`src/rtl/pidh_pkg.sv`:
```
package pidh_pkg;

  localparam int unsigned AngleW = 24;
  localparam int unsigned ErrW   = 25;
  localparam int unsigned DerW   = 26;
  localparam int unsigned GainW  = 16;
  localparam int unsigned ZoneW  = 23;
  localparam int unsigned PowW   = 15;
  localparam int unsigned DriveW = 16;
  localparam int unsigned ProdW  = 42;
  localparam int unsigned ProdDW = 43;
  localparam int unsigned AccW   = 44;
  localparam int unsigned CfgIdxW  = 3;
  localparam int unsigned CfgDataW = 24;

  // error magnitude thresholds in 1/256 degree
  localparam logic [ErrW-1:0] DeadBand = 25'd384;
  localparam logic [ErrW-1:0] DoneBand = 25'd256;

  // configuration register indexes
  localparam logic [CfgIdxW-1:0] CfgTarget = 3'd0;
  localparam logic [CfgIdxW-1:0] CfgGainP  = 3'd1;
  localparam logic [CfgIdxW-1:0] CfgGainI  = 3'd2;
  localparam logic [CfgIdxW-1:0] CfgGainD  = 3'd3;
  localparam logic [CfgIdxW-1:0] CfgZone   = 3'd4;
  localparam logic [CfgIdxW-1:0] CfgBound  = 3'd5;
  localparam logic [CfgIdxW-1:0] CfgMaxPow = 3'd6;
  localparam logic [CfgIdxW-1:0] CfgMinPow = 3'd7;

  localparam logic [ZoneW-1:0] ZoneRst   = 23'd5120;
  localparam logic [ZoneW-1:0] BoundRst  = 23'd3840;
  localparam logic [PowW-1:0]  MaxPowRst = 15'd25600;
  localparam logic [PowW-1:0]  MinPowRst = 15'd1280;

  typedef struct packed {
    logic active;   // error outside the deadband
    logic in_zone;  // error inside the integral zone and nonzero
    logic done;     // error within the done band
  } flags_t;

endpackage

```
`src/rtl/pidh_front.sv`:
```
module pidh_front (
  input  logic                                      clk_i,
  input  logic                                      en_in_i,
  input  logic                                      en_err_i,
  input  logic signed [pidh_pkg::AngleW-1:0]        measured_angle_i,
  input  logic signed [pidh_pkg::AngleW-1:0]        target_i,
  input  logic        [pidh_pkg::ZoneW-1:0]         zone_i,
  output logic signed [pidh_pkg::ErrW-1:0]          err_o,
  output pidh_pkg::flags_t                          flags_o
);

  logic signed [pidh_pkg::AngleW-1:0] meas_q;
  logic signed [pidh_pkg::ErrW-1:0]   err_d, err_q;
  logic        [pidh_pkg::ErrW-1:0]   aerr;
  pidh_pkg::flags_t                   flags_d, flags_q;

  always_ff @(posedge clk_i) begin
    if (en_in_i) begin
      meas_q <= measured_angle_i;
    end
  end

  always_comb begin
    err_d = {target_i[pidh_pkg::AngleW-1], target_i} - {meas_q[pidh_pkg::AngleW-1], meas_q};
    aerr  = err_d[pidh_pkg::ErrW-1] ? (~err_d + 25'd1) : err_d;
    flags_d.active  = aerr > pidh_pkg::DeadBand;
    flags_d.in_zone = (aerr < {2'b00, zone_i}) && (aerr != '0);
    flags_d.done    = aerr <= pidh_pkg::DoneBand;
  end

  always_ff @(posedge clk_i) begin
    if (en_err_i) begin
      err_q   <= err_d;
      flags_q <= flags_d;
    end
  end

  assign err_o   = err_q;
  assign flags_o = flags_q;

endmodule

```
`src/rtl/pidh_integ.sv`:
```
module pidh_integ (
  input  logic                                clk_i,
  input  logic                                rst_ni,
  input  logic                                en_i,
  input  logic                                upd_i,
  input  logic signed [pidh_pkg::ErrW-1:0]    err_i,
  input  pidh_pkg::flags_t                    flags_i,
  input  logic        [pidh_pkg::GainW-1:0]   gain_int_i,
  input  logic        [pidh_pkg::ZoneW-1:0]   bound_i,
  output logic signed [pidh_pkg::ErrW-1:0]    err_o,
  output logic signed [pidh_pkg::DerW-1:0]    deriv_o,
  output logic signed [pidh_pkg::ErrW-1:0]    integ_o,
  output pidh_pkg::flags_t                    flags_o
);

  logic signed [pidh_pkg::ErrW-1:0] last_err_q, integ_q, integ_d, sat, pos_b, neg_b;
  logic signed [pidh_pkg::ErrW:0]   sum;
  logic signed [pidh_pkg::DerW-1:0] deriv_d;
  logic signed [pidh_pkg::ErrW-1:0] err_q, integ_out_q;
  logic signed [pidh_pkg::DerW-1:0] deriv_q;
  pidh_pkg::flags_t                 flags_q;

  always_comb begin
    sum   = {err_i[pidh_pkg::ErrW-1], err_i} + {integ_q[pidh_pkg::ErrW-1], integ_q};
    pos_b = $signed({2'b00, bound_i});
    neg_b = -pos_b;
    // 25-bit saturation of the accumulator
    if (sum[pidh_pkg::ErrW] != sum[pidh_pkg::ErrW-1]) begin
      sat = sum[pidh_pkg::ErrW] ? {1'b1, {(pidh_pkg::ErrW-1){1'b0}}}
                                : {1'b0, {(pidh_pkg::ErrW-1){1'b1}}};
    end else begin
      sat = sum[pidh_pkg::ErrW-1:0];
    end
    if (!flags_i.active) begin
      integ_d = integ_q;
    end else begin
      integ_d = flags_i.in_zone ? sat : '0;
      if (gain_int_i != '0) begin
        if (integ_d > pos_b) begin
          integ_d = pos_b;
        end else if (integ_d < neg_b) begin
          integ_d = neg_b;
        end
      end
    end
    deriv_d = {err_i[pidh_pkg::ErrW-1], err_i} - {last_err_q[pidh_pkg::ErrW-1], last_err_q};
  end

  always_ff @(posedge clk_i or negedge rst_ni) begin
    if (!rst_ni) begin
      last_err_q <= '0;
      integ_q    <= '0;
    end else if (upd_i) begin
      last_err_q <= err_i;
      integ_q    <= integ_d;
    end
  end

  always_ff @(posedge clk_i) begin
    if (en_i) begin
      err_q       <= err_i;
      deriv_q     <= deriv_d;
      integ_out_q <= integ_d;
      flags_q     <= flags_i;
    end
  end

  assign err_o   = err_q;
  assign deriv_o = deriv_q;
  assign integ_o = integ_out_q;
  assign flags_o = flags_q;

endmodule

```
`src/rtl/pidh_mult.sv`:
```
module pidh_mult (
  input  logic                                 clk_i,
  input  logic                                 en_i,
  input  logic        [pidh_pkg::GainW-1:0]    gain_p_i,
  input  logic        [pidh_pkg::GainW-1:0]    gain_int_i,
  input  logic        [pidh_pkg::GainW-1:0]    gain_d_i,
  input  logic signed [pidh_pkg::ErrW-1:0]     err_i,
  input  logic signed [pidh_pkg::DerW-1:0]     deriv_i,
  input  logic signed [pidh_pkg::ErrW-1:0]     integ_i,
  input  pidh_pkg::flags_t                     flags_i,
  output logic signed [pidh_pkg::ProdW-1:0]    prod_p_o,
  output logic signed [pidh_pkg::ProdW-1:0]    prod_i_o,
  output logic signed [pidh_pkg::ProdDW-1:0]   prod_d_o,
  output logic signed [pidh_pkg::ErrW-1:0]     err_o,
  output pidh_pkg::flags_t                     flags_o
);

  logic signed [pidh_pkg::ProdW-1:0]  prod_p_q, prod_i_q;
  logic signed [pidh_pkg::ProdDW-1:0] prod_d_q;
  logic signed [pidh_pkg::ErrW-1:0]   err_q;
  pidh_pkg::flags_t                   flags_q;

  always_ff @(posedge clk_i) begin
    if (en_i) begin
      prod_p_q <= $signed({1'b0, gain_p_i}) * err_i;
      prod_i_q <= $signed({1'b0, gain_int_i}) * integ_i;
      prod_d_q <= $signed({1'b0, gain_d_i}) * deriv_i;
      err_q    <= err_i;
      flags_q  <= flags_i;
    end
  end

  assign prod_p_o = prod_p_q;
  assign prod_i_o = prod_i_q;
  assign prod_d_o = prod_d_q;
  assign err_o    = err_q;
  assign flags_o  = flags_q;

endmodule

```
`src/rtl/pidh_drive.sv`:
```
module pidh_drive (
  input  logic                                 clk_i,
  input  logic                                 en_i,
  input  logic signed [pidh_pkg::ProdW-1:0]    prod_p_i,
  input  logic signed [pidh_pkg::ProdW-1:0]    prod_i_i,
  input  logic signed [pidh_pkg::ProdDW-1:0]   prod_d_i,
  input  logic signed [pidh_pkg::ErrW-1:0]     err_i,
  input  pidh_pkg::flags_t                     flags_i,
  input  logic        [pidh_pkg::PowW-1:0]     max_power_i,
  input  logic        [pidh_pkg::PowW-1:0]     min_power_i,
  output logic signed [pidh_pkg::DriveW-1:0]   drive_o,
  output logic                                 done_o,
  output logic signed [pidh_pkg::ErrW-1:0]     err_o
);

  localparam int unsigned PwrW = pidh_pkg::AccW - 8;

  logic signed [pidh_pkg::AccW-1:0]   acc;
  logic signed [PwrW-1:0]             pwr, maxp;
  logic signed [pidh_pkg::DriveW-1:0] power, minp, drive_d, drive_q;
  logic        [pidh_pkg::DriveW-1:0] mag;
  logic                               done_q;
  logic signed [pidh_pkg::ErrW-1:0]   err_q;

  always_comb begin
    acc = {{2{prod_p_i[pidh_pkg::ProdW-1]}}, prod_p_i}
        + {{2{prod_i_i[pidh_pkg::ProdW-1]}}, prod_i_i}
        + {prod_d_i[pidh_pkg::ProdDW-1], prod_d_i};
    // arithmetic shift is the floor of the division by 256
    pwr  = acc[pidh_pkg::AccW-1:8];
    maxp = $signed({{(PwrW-pidh_pkg::PowW){1'b0}}, max_power_i});
    if (!flags_i.active) begin
      power = '0;
    end else if (pwr > maxp) begin
      power = $signed({1'b0, max_power_i});
    end else if (pwr < -maxp) begin
      power = -$signed({1'b0, max_power_i});
    end else begin
      power = pwr[pidh_pkg::DriveW-1:0];
    end
    minp = $signed({1'b0, min_power_i});
    mag  = power[pidh_pkg::DriveW-1] ? (~power + 16'd1) : power;
    if (flags_i.done) begin
      drive_d = '0;
    end else if (mag < {1'b0, min_power_i}) begin
      drive_d = power[pidh_pkg::DriveW-1] ? -minp : minp;
    end else begin
      drive_d = power;
    end
  end

  always_ff @(posedge clk_i) begin
    if (en_i) begin
      drive_q <= drive_d;
      done_q  <= flags_i.done;
      err_q   <= err_i;
    end
  end

  assign drive_o = drive_q;
  assign done_o  = done_q;
  assign err_o   = err_q;

endmodule

```
`src/rtl/pid_heading_controller.sv`:
```
// an accepted word passes through the input, error, integral, multiply and output registers to the outputs
// throughput: one word per cycle while the receiver takes words; the five-register pipeline stalls when it does not
// the integral and last error are updated in a single stage, so back-to-back words chain
// reset: configuration returns to its defaults, integral and last error clear to zero,
// and the pipeline empties
module pid_heading_controller (
  input  logic                                 clk_i,
  input  logic                                 rst_ni,
  input  logic                                 cfg_we_i,
  input  logic        [pidh_pkg::CfgIdxW-1:0]  cfg_index_i,
  input  logic        [pidh_pkg::CfgDataW-1:0] cfg_data_i,
  input  logic                                 in_valid_i,
  output logic                                 in_ready_o,
  input  logic signed [pidh_pkg::AngleW-1:0]   measured_angle_i,
  output logic                                 out_valid_o,
  input  logic                                 out_ready_i,
  output logic signed [pidh_pkg::DriveW-1:0]   drive_o,
  output logic                                 done_res_o,
  output logic signed [pidh_pkg::ErrW-1:0]     current_error_o
);

  logic signed [pidh_pkg::AngleW-1:0] target_q;
  logic [pidh_pkg::GainW-1:0] gain_p_q, gain_i_q, gain_d_q;
  logic [pidh_pkg::ZoneW-1:0] zone_q, bound_q;
  logic [pidh_pkg::PowW-1:0]  max_pow_q, min_pow_q;

  logic v_in_q, v_err_q, v_int_q, v_mul_q, v_out_q;
  logic en_in, en_err, en_int, en_mul, en_out;

  logic signed [pidh_pkg::ErrW-1:0]   f_err, i_err, i_integ, m_err;
  logic signed [pidh_pkg::DerW-1:0]   i_deriv;
  logic signed [pidh_pkg::ProdW-1:0]  m_prod_p, m_prod_i;
  logic signed [pidh_pkg::ProdDW-1:0] m_prod_d;
  pidh_pkg::flags_t f_flags, i_flags, m_flags;

  always_ff @(posedge clk_i or negedge rst_ni) begin
    if (!rst_ni) begin
      target_q  <= '0;
      gain_p_q  <= '0;
      gain_i_q  <= '0;
      gain_d_q  <= '0;
      zone_q    <= pidh_pkg::ZoneRst;
      bound_q   <= pidh_pkg::BoundRst;
      max_pow_q <= pidh_pkg::MaxPowRst;
      min_pow_q <= pidh_pkg::MinPowRst;
    end else if (cfg_we_i) begin
      unique case (cfg_index_i)
        pidh_pkg::CfgTarget: target_q  <= cfg_data_i[pidh_pkg::AngleW-1:0];
        pidh_pkg::CfgGainP:  gain_p_q  <= cfg_data_i[pidh_pkg::GainW-1:0];
        pidh_pkg::CfgGainI:  gain_i_q  <= cfg_data_i[pidh_pkg::GainW-1:0];
        pidh_pkg::CfgGainD:  gain_d_q  <= cfg_data_i[pidh_pkg::GainW-1:0];
        pidh_pkg::CfgZone:   zone_q    <= cfg_data_i[pidh_pkg::ZoneW-1:0];
        pidh_pkg::CfgBound:  bound_q   <= cfg_data_i[pidh_pkg::ZoneW-1:0];
        pidh_pkg::CfgMaxPow: max_pow_q <= cfg_data_i[pidh_pkg::PowW-1:0];
        pidh_pkg::CfgMinPow: min_pow_q <= cfg_data_i[pidh_pkg::PowW-1:0];
        default: ;
      endcase
    end
  end

  // a stage loads when it is empty or its word moves on
  assign en_out = !v_out_q || out_ready_i;
  assign en_mul = !v_mul_q || en_out;
  assign en_int = !v_int_q || en_mul;
  assign en_err = !v_err_q || en_int;
  assign en_in  = !v_in_q  || en_err;
  assign in_ready_o = en_in;

  always_ff @(posedge clk_i or negedge rst_ni) begin
    if (!rst_ni) begin
      v_in_q  <= 1'b0;
      v_err_q <= 1'b0;
      v_int_q <= 1'b0;
      v_mul_q <= 1'b0;
      v_out_q <= 1'b0;
    end else begin
      if (en_in)  v_in_q  <= in_valid_i;
      if (en_err) v_err_q <= v_in_q;
      if (en_int) v_int_q <= v_err_q;
      if (en_mul) v_mul_q <= v_int_q;
      if (en_out) v_out_q <= v_mul_q;
    end
  end

  pidh_front u_front (
    .clk_i            (clk_i),
    .en_in_i          (en_in),
    .en_err_i         (en_err),
    .measured_angle_i (measured_angle_i),
    .target_i         (target_q),
    .zone_i           (zone_q),
    .err_o            (f_err),
    .flags_o          (f_flags)
  );

  pidh_integ u_integ (
    .clk_i      (clk_i),
    .rst_ni     (rst_ni),
    .en_i       (en_int),
    .upd_i      (en_int && v_err_q),
    .err_i      (f_err),
    .flags_i    (f_flags),
    .gain_int_i (gain_i_q),
    .bound_i    (bound_q),
    .err_o      (i_err),
    .deriv_o    (i_deriv),
    .integ_o    (i_integ),
    .flags_o    (i_flags)
  );

  pidh_mult u_mult (
    .clk_i      (clk_i),
    .en_i       (en_mul),
    .gain_p_i   (gain_p_q),
    .gain_int_i (gain_i_q),
    .gain_d_i   (gain_d_q),
    .err_i      (i_err),
    .deriv_i    (i_deriv),
    .integ_i    (i_integ),
    .flags_i    (i_flags),
    .prod_p_o   (m_prod_p),
    .prod_i_o   (m_prod_i),
    .prod_d_o   (m_prod_d),
    .err_o      (m_err),
    .flags_o    (m_flags)
  );

  pidh_drive u_drive (
    .clk_i       (clk_i),
    .en_i        (en_out),
    .prod_p_i    (m_prod_p),
    .prod_i_i    (m_prod_i),
    .prod_d_i    (m_prod_d),
    .err_i       (m_err),
    .flags_i     (m_flags),
    .max_power_i (max_pow_q),
    .min_power_i (min_pow_q),
    .drive_o     (drive_o),
    .done_o      (done_res_o),
    .err_o       (current_error_o)
  );

  assign out_valid_o = v_out_q;

`ifndef SYNTHESIS
  a_done_zero_drive: assert property (@(posedge clk_i) disable iff (!rst_ni)
    out_valid_o && done_res_o |-> drive_o == '0)
    else $error("done word carries nonzero drive");

  a_done_small_err: assert property (@(posedge clk_i) disable iff (!rst_ni)
    out_valid_o && done_res_o |->
      (current_error_o <= 25'sd256) && (current_error_o >= -25'sd256))
    else $error("done flagged with large error");

  a_drive_range: assert property (@(posedge clk_i) disable iff (!rst_ni)
    out_valid_o |-> drive_o != {1'b1, {(pidh_pkg::DriveW-1){1'b0}}})
    else $error("drive outside symmetric range");

  a_ready_stall: assert property (@(posedge clk_i) disable iff (!rst_ni)
    !in_ready_o |-> v_in_q && v_err_q && v_int_q && v_mul_q && v_out_q && !out_ready_i)
    else $error("input stalled with a bubble in the pipeline");
`endif

endmodule

```
`config.mk`:
```
export PLATFORM = sky130hd
export DESIGN_NAME = pid_heading_controller
export DESIGN_NICKNAME = d
export VERILOG_FILES = /design/src/rtl/pidh_pkg.sv /design/src/rtl/pidh_front.sv /design/src/rtl/pidh_integ.sv /design/src/rtl/pidh_mult.sv /design/src/rtl/pidh_drive.sv /design/src/rtl/pid_heading_controller.sv
export SDC_FILE = /design/constraint.sdc
export NUM_CORES = 2
export LEC_CHECK = 0
export ABC_AREA = 1
export BUFFER_PORTS_ARGS = -buffer_cell sky130_fd_sc_hd__buf_2
export CAP_MARGIN = 10
export CORE_MARGIN = 3
export CORE_UTILIZATION = 60
export DETAILED_ROUTE_END_ITERATION = 10
export PLACE_DENSITY = 0.9
export REMOVE_ABC_BUFFERS = 1
export SLEW_MARGIN = 20
export SYNTH_ARGS = -nofsm -noshare
export SYNTH_HDL_FRONTEND = slang
export SYNTH_SLANG_ARGS = --single-unit
```
`constraint.sdc`:
```
create_clock -name clk_i -period 9 [get_ports clk_i]
set_input_delay 1.35 -clock clk_i [delete_from_list [all_inputs] [get_ports clk_i]]
set_output_delay 1.35 -clock clk_i [all_outputs]
set_load 0.005 [all_outputs]
```
=== Yosys cells after proc, flatten, opt, wreduce, memory -nomap -nowiden ===
Index checks and enable logic that the tools add are counted.

* Flip-flop bits (word level): 529
* Bits in latches: 0
* Bits in writable memories: 0
* ROM bits: 0
* Logic and storage cells: 103
* Memories kept: 0

* Add/sub/neg operators: 11
* Multiply operators: 3
* Div/mod/pow operators: 0
* Order comparisons: 8
* Eq/ne operators: 8
* Shifts and indexed selects: 0
* Mux-type cells: 14
* Bitwise gates (word level): 2
* Reductions and logical operators: 23

{| class="wikitable"
|+ Operators by type and width
! cell !! number
|-
| $mux 25 || 8
|-
| $mux 16 || 6
|-
| $mul 17x25->42 || 2
|-
| $add 44x44->44 || 1
|-
| $add 42x42->43 || 1
|-
| $mul 17x26->43 || 1
|-
| $gt 36x16->1 || 1
|-
| $lt 36x36->1 || 1
|-
| $neg 15->36 || 1
|-
| $neg 15->16 || 2
|-
| $add 25x25->26 || 1
|-
| $sub 25x25->26 || 1
|-
| $add 25x1->25 const B || 1
|-
| $gt 25x24->1 || 1
|-
| $gt 25x9->1 const B || 1
|-
| $le 25x9->1 const B || 1
|-
| $lt 25x23->1 || 1
|-
| $lt 25x25->1 || 1
|-
| $neg 23->25 || 1
|-
| $not 25->25 || 1
|-
| $reduce_bool 25->1 || 1
|-
| $sub 24x24->25 || 1
|-
| $add 16x1->16 const B || 1
|-
| $lt 16x15->1 || 1
|-
| 11 further kinds || 31
|}

=== Depth between registers and ports, before layout ===
* Word-level depth: 11
* Gate-level depth with buffers: 70

=== Cells and area by module ===
Synthesis repeated with hierarchy kept, for this count alone.

* Cells, all modules: 10943
* Area, all modules: 82516.6 µm²

{| class="wikitable"
|+ By module, submodules not included
! module !! instances !! cells an instance !! area an instance (µm²) !! seq. area each (µm²)
|-
| pidh_mult || 1 || 6867 || 52846.9 || 4654.5
|-
| pidh_integ || 1 || 1379 || 10113.4 || 3623.5
|-
| pidh_drive || 1 || 1375 || 8914.8 || 1261.2
|-
| pid_heading_controller || 1 || 537 || 5529.1 || 3842.4
|-
| pidh_front || 1 || 785 || 5112.4 || 1561.5
|}

=== Worst setup path before layout ===
Ideal clock, no wire load.

* Path type: input port to output port
* Start point: in out_ready_i
* End point: out in_ready_o
* Arrival: 7.936 ns
* Required time: 7.650 ns
* Slack: -0.286 ns
* Cell stages on the path: 8
* Buffers on the path: 0
* Path through: nor2_1 > inv_1 > nor2_1 > inv_1 > nor2_1 > inv_1 > nor2_1 > nand2_1

* Cells in the longest elaborated chain, start to end: 5

{| class="wikitable"
|+ Ends and longest elaborated chain
! what !! RTL line !! RTL
|-
| from (decl) || pid_heading_controller.sv:16 || <nowiki>input logic out_ready_i,</nowiki>
|-
| $logic_or 1x1->1 || pid_heading_controller.sv:62 || <nowiki>assign en_out = !v_out_q || out_ready_i;</nowiki>
|-
| named net en_out || pid_heading_controller.sv:28 || <nowiki>logic en_in, en_err, en_int, en_mul, en_out;</nowiki>
|-
| $logic_or 1x1->1 || pid_heading_controller.sv:63 || <nowiki>assign en_mul = !v_mul_q || en_out;</nowiki>
|-
| named net en_mul || pid_heading_controller.sv:28 ||
|-
| $logic_or 1x1->1 || pid_heading_controller.sv:64 || <nowiki>assign en_int = !v_int_q || en_mul;</nowiki>
|-
| named net en_int || pid_heading_controller.sv:28 ||
|-
| $logic_or 1x1->1 || pid_heading_controller.sv:65 || <nowiki>assign en_err = !v_err_q || en_int;</nowiki>
|-
| $logic_or 1x1->1 || pid_heading_controller.sv:66 || <nowiki>assign en_in = !v_in_q || en_err;</nowiki>
|-
| to (decl) || pid_heading_controller.sv:13 || <nowiki>output logic in_ready_o,</nowiki>
|}

The timed path passes the listed nets, and every way through them passes these cells.

=== Worst setup path after layout ===
* Start point: reg u_integ.err_q, in the netlist u_integ.err_o[7]
* End point: reg u_mult.prod_p_q, in the netlist u_mult.prod_p_o[38], data pin

* Cells in the longest elaborated chain, start to end: 1

{| class="wikitable"
|+ Ends and longest elaborated chain
! what !! RTL line !! RTL
|-
| from (decl) || pidh_integ.sv:19 || <nowiki>logic signed [pidh_pkg::ErrW-1:0] err_q, integ_out_q;</nowiki>
|-
| from (signal assigned) || pidh_integ.sv:61 || <nowiki>err_q <= err_i;</nowiki>
|-
| $mul 17x25->42 || pidh_mult.sv:25 || <nowiki>prod_p_q <= $signed({1'b0, gain_p_i}) * err_i;</nowiki>
|-
| to (signal assigned) || pidh_mult.sv:25 ||
|-
| to (decl) || pidh_mult.sv:18 || <nowiki>logic signed [pidh_pkg::ProdW-1:0] prod_p_q, prod_i_q;</nowiki>
|}

Every way passes these cells.
A chain may end at the register's enable or synchronous reset.

==> run summary <==
status: finished, final reports clean
share of cells above drive strength 1: 6.51%
Avg Cell Area, Syn: 8.30 um^2
CTS sink count: 529
worst path required time: 9.43 ns
CTS tree: yes
DR vias: 62.0k
core box area: 0.125 mm^2
Detailed Place HPWL: 173000 um
total congestion overflow: 0
DP Area: 0.0786 mm^2
library cells used by synthesis: 60
maximum net fanout on the critical path: 10
CTS Buf Count: 58
Worst Hold Class: reg -> reg
initial core utilization: 60.9%
Synth top area share: 31.4%
initial antenna violation count: 13
DRC errors left: 0
I/O pins: 100
CTS Hold Buffers Added: 0
synthesis-to-finish area growth: 6.79%
fin crit period: 8.62 ns
die height: 362 um
IO buf count: 99
ys async rst share: 38.4%
Vias/cell: 5.71
clk slew on worst S/H paths: 0.07 ns
starting DRC count in detailed routing: 6159
Multi-input gate area: 0.0513 mm^2
sequential area share after synthesis: 19.6%
drt total wl: 220000 um
worst endpoint data arrival time: 9.05 ns
nets: 11.0k
Non-Filler Cell Area, Final: 0.0811 mm^2
max cap viols: 0
Crit path max-delay family: adder cells
Clock Skew: 0.106 ns
#FFs+latches synth: 529
Synth Instances: 9155
wire per inst: 20.3 um
via count of the first global-routing pass: 66.6k
most common cell after layout, fill and taps aside: inv_1
die width: 362 um
CTS Buffer Depth: 3
commonest non-fill, non-tap cells in the layout: inv_1 (2302), nand2_1 (2225), fa_1 (1190), ha_1 (603), edfxtp_1 (326)
Yosys top cell by area: fa_1
prevailing post-synth register cell: edfxtp_1
Hold Fails Final Rpt: 0
H-tree depth: 2
Bufs and invs on worst path: 7
Fillers: 9343
Setup-failing EPs final: 0
synthesized cell area: 0.0760 mm^2
Register Area: 0.0149 mm^2
row count: 129
CP Capture Type: register
slowest CP cell: edfxtp_1
Area contributors post-synth: fa_1 (31%), edfxtp_1 (13%), inv_1 (11%)
CTS root buffer: clkbuf_16
fin crit share: 95.8%
first-pass GRT wire length: 349000 um
Pins Over Slew Limit: 0
Max Freq: 116 MHz
global placer's final weighted congestion: 0.996
max incr delay on CP: 0.83 ns
die area: 0.131 mm^2
number of routed nets with antenna violations: 0
max_slew headroom: 18.2%
Overall Global Routing Usage: 34.1%
critical path type: reg -> reg
Detailed Routing Iterations Pass 1: 9
largest net degree at the start of global routing: 105
Post-synth EDFFs: 326
Worst Tran Pin Value: 1.23 ns
warning count from the yosys run: 0
CP startpoint kind: register
worst skew pair latency: 0.74 ns
-- per-layer routing --
metal	vias up	global-route usage [%]	routed length, um
met5	-	0	57
met4	8	22.8	17500
met3	1137	9.19	25500
met2	3800	55.6	102000
met1	29800	39.6	75600
li1	27300	-	-
-- cell type report --
type	count	area share (%)
diodes	8	0.0247
inverters	2320	10.7
clock inverters	36	0.540
repair buffers	314	2.64
multi-input cells	5940	63.2
well taps	1637	2.52
clock buffers	74	1.97
flip-flops and latches	529	18.4
-- through the flow --
step	hold WS (ns)	worst slack [ns]	util, %	TNS (ns)	instances
finish	0.414	0.381	65.0	0	10900
global route	0.433	-0.0938	65.0	-0.910	10900
CTS	0.422	0.0120	64.7	0	10800
detailed placement	0.405	-0.100	63.0	-1.17	10700
global placement	0.403	-0.0528	63.0	-0.580	10700
floorplan	0.400	-0.312	-	-14.23	8789
-- cells by family (layout without fill, tap and decap cells) --
group | count (synthesis) | count (layout) | share of synthesized area [%]
compound gates | 833 | 833 | 6.00
xor+xnor | 333 | 333 | 3.84
fa+ha+maj | 1799 | 1799 | 41.4
buf+inv | 2686 | 2744 | 13.3
flops | 529 | 529 | 19.6
mux | 1 | 1 | 0.0148
other cells | 0 | 8 | 0
simple gates | 2974 | 2974 | 15.8
-- cell usage after synthesis (all sizes together) (21+ instances only) --
library cell and number:
nor2 318, nand2 2261, a21o 21, o21ai 345, xor2 227, nand4 49, fa 1191, inv 2319
dfrtp 192, edfxtp 326, and2 23, xnor2 106, clkbuf 348, a31oi 23, nor3 43, ha 608
or2 33, a21oi 337, nand3 216
-- path summary, 6_finish.rpt --
path | from | to | slack (ns) | cells after the start
setup reg to reg | u_integ.err_o[7] | u_mult.prod_p_o[38] | 0.38 | 32
hold reg to reg | u_mult.err_o[9] | u_drive.err_o[9] | 0.41 | 0
max in group asynchronous | rst_ni | bound_q[7] | 6.84 | 2
min in group asynchronous | rst_ni | bound_q[12] | 0.68 | 1
setup / recovery | u_integ.err_o[7] | u_mult.prod_p_o[38] | 0.38 | 32
hold / removal | u_mult.err_o[9] | u_drive.err_o[9] | 0.41 | 0
-- registers in the layout, indices dropped and copies added (netlist names), 23 cells and up --
signal	cells
u_front.err_o	25
u_mult.prod_d_o	43
u_integ.integ_o	25
u_integ.err_o	25
u_mult.err_o	25
zone_q	23
u_drive.err_o	25
bound_q	23
u_integ.integ_q	25
u_mult.prod_i_o	42
u_mult.prod_p_o	42
u_front.meas_q	24
u_integ.last_err_q	25
u_integ.deriv_o	26
target_q	24
-- repair_timing --
| item | CTS | global route |
|---|---|---|
| setup buffers | 1 | 15 |
| pin swaps | 2 | 30 |
| resized for setup | 5 | 86 |
| setup endpoints to repair | 16 | 17 |
-- worst register-to-register path, delay by kind of cell, from the launching register on --
family,cells,cell delay [ns]
fa+ha+maj,7,3.41
compound gates,10,2.31
simple gates,7,0.90
flops,1,0.83
buf+inv,7,0.67
xor+xnor,1,0.18
Power is left out: the tool's default activity adds up to more than one toggle a clock period on the data nets, which glitch-free logic cannot reach.
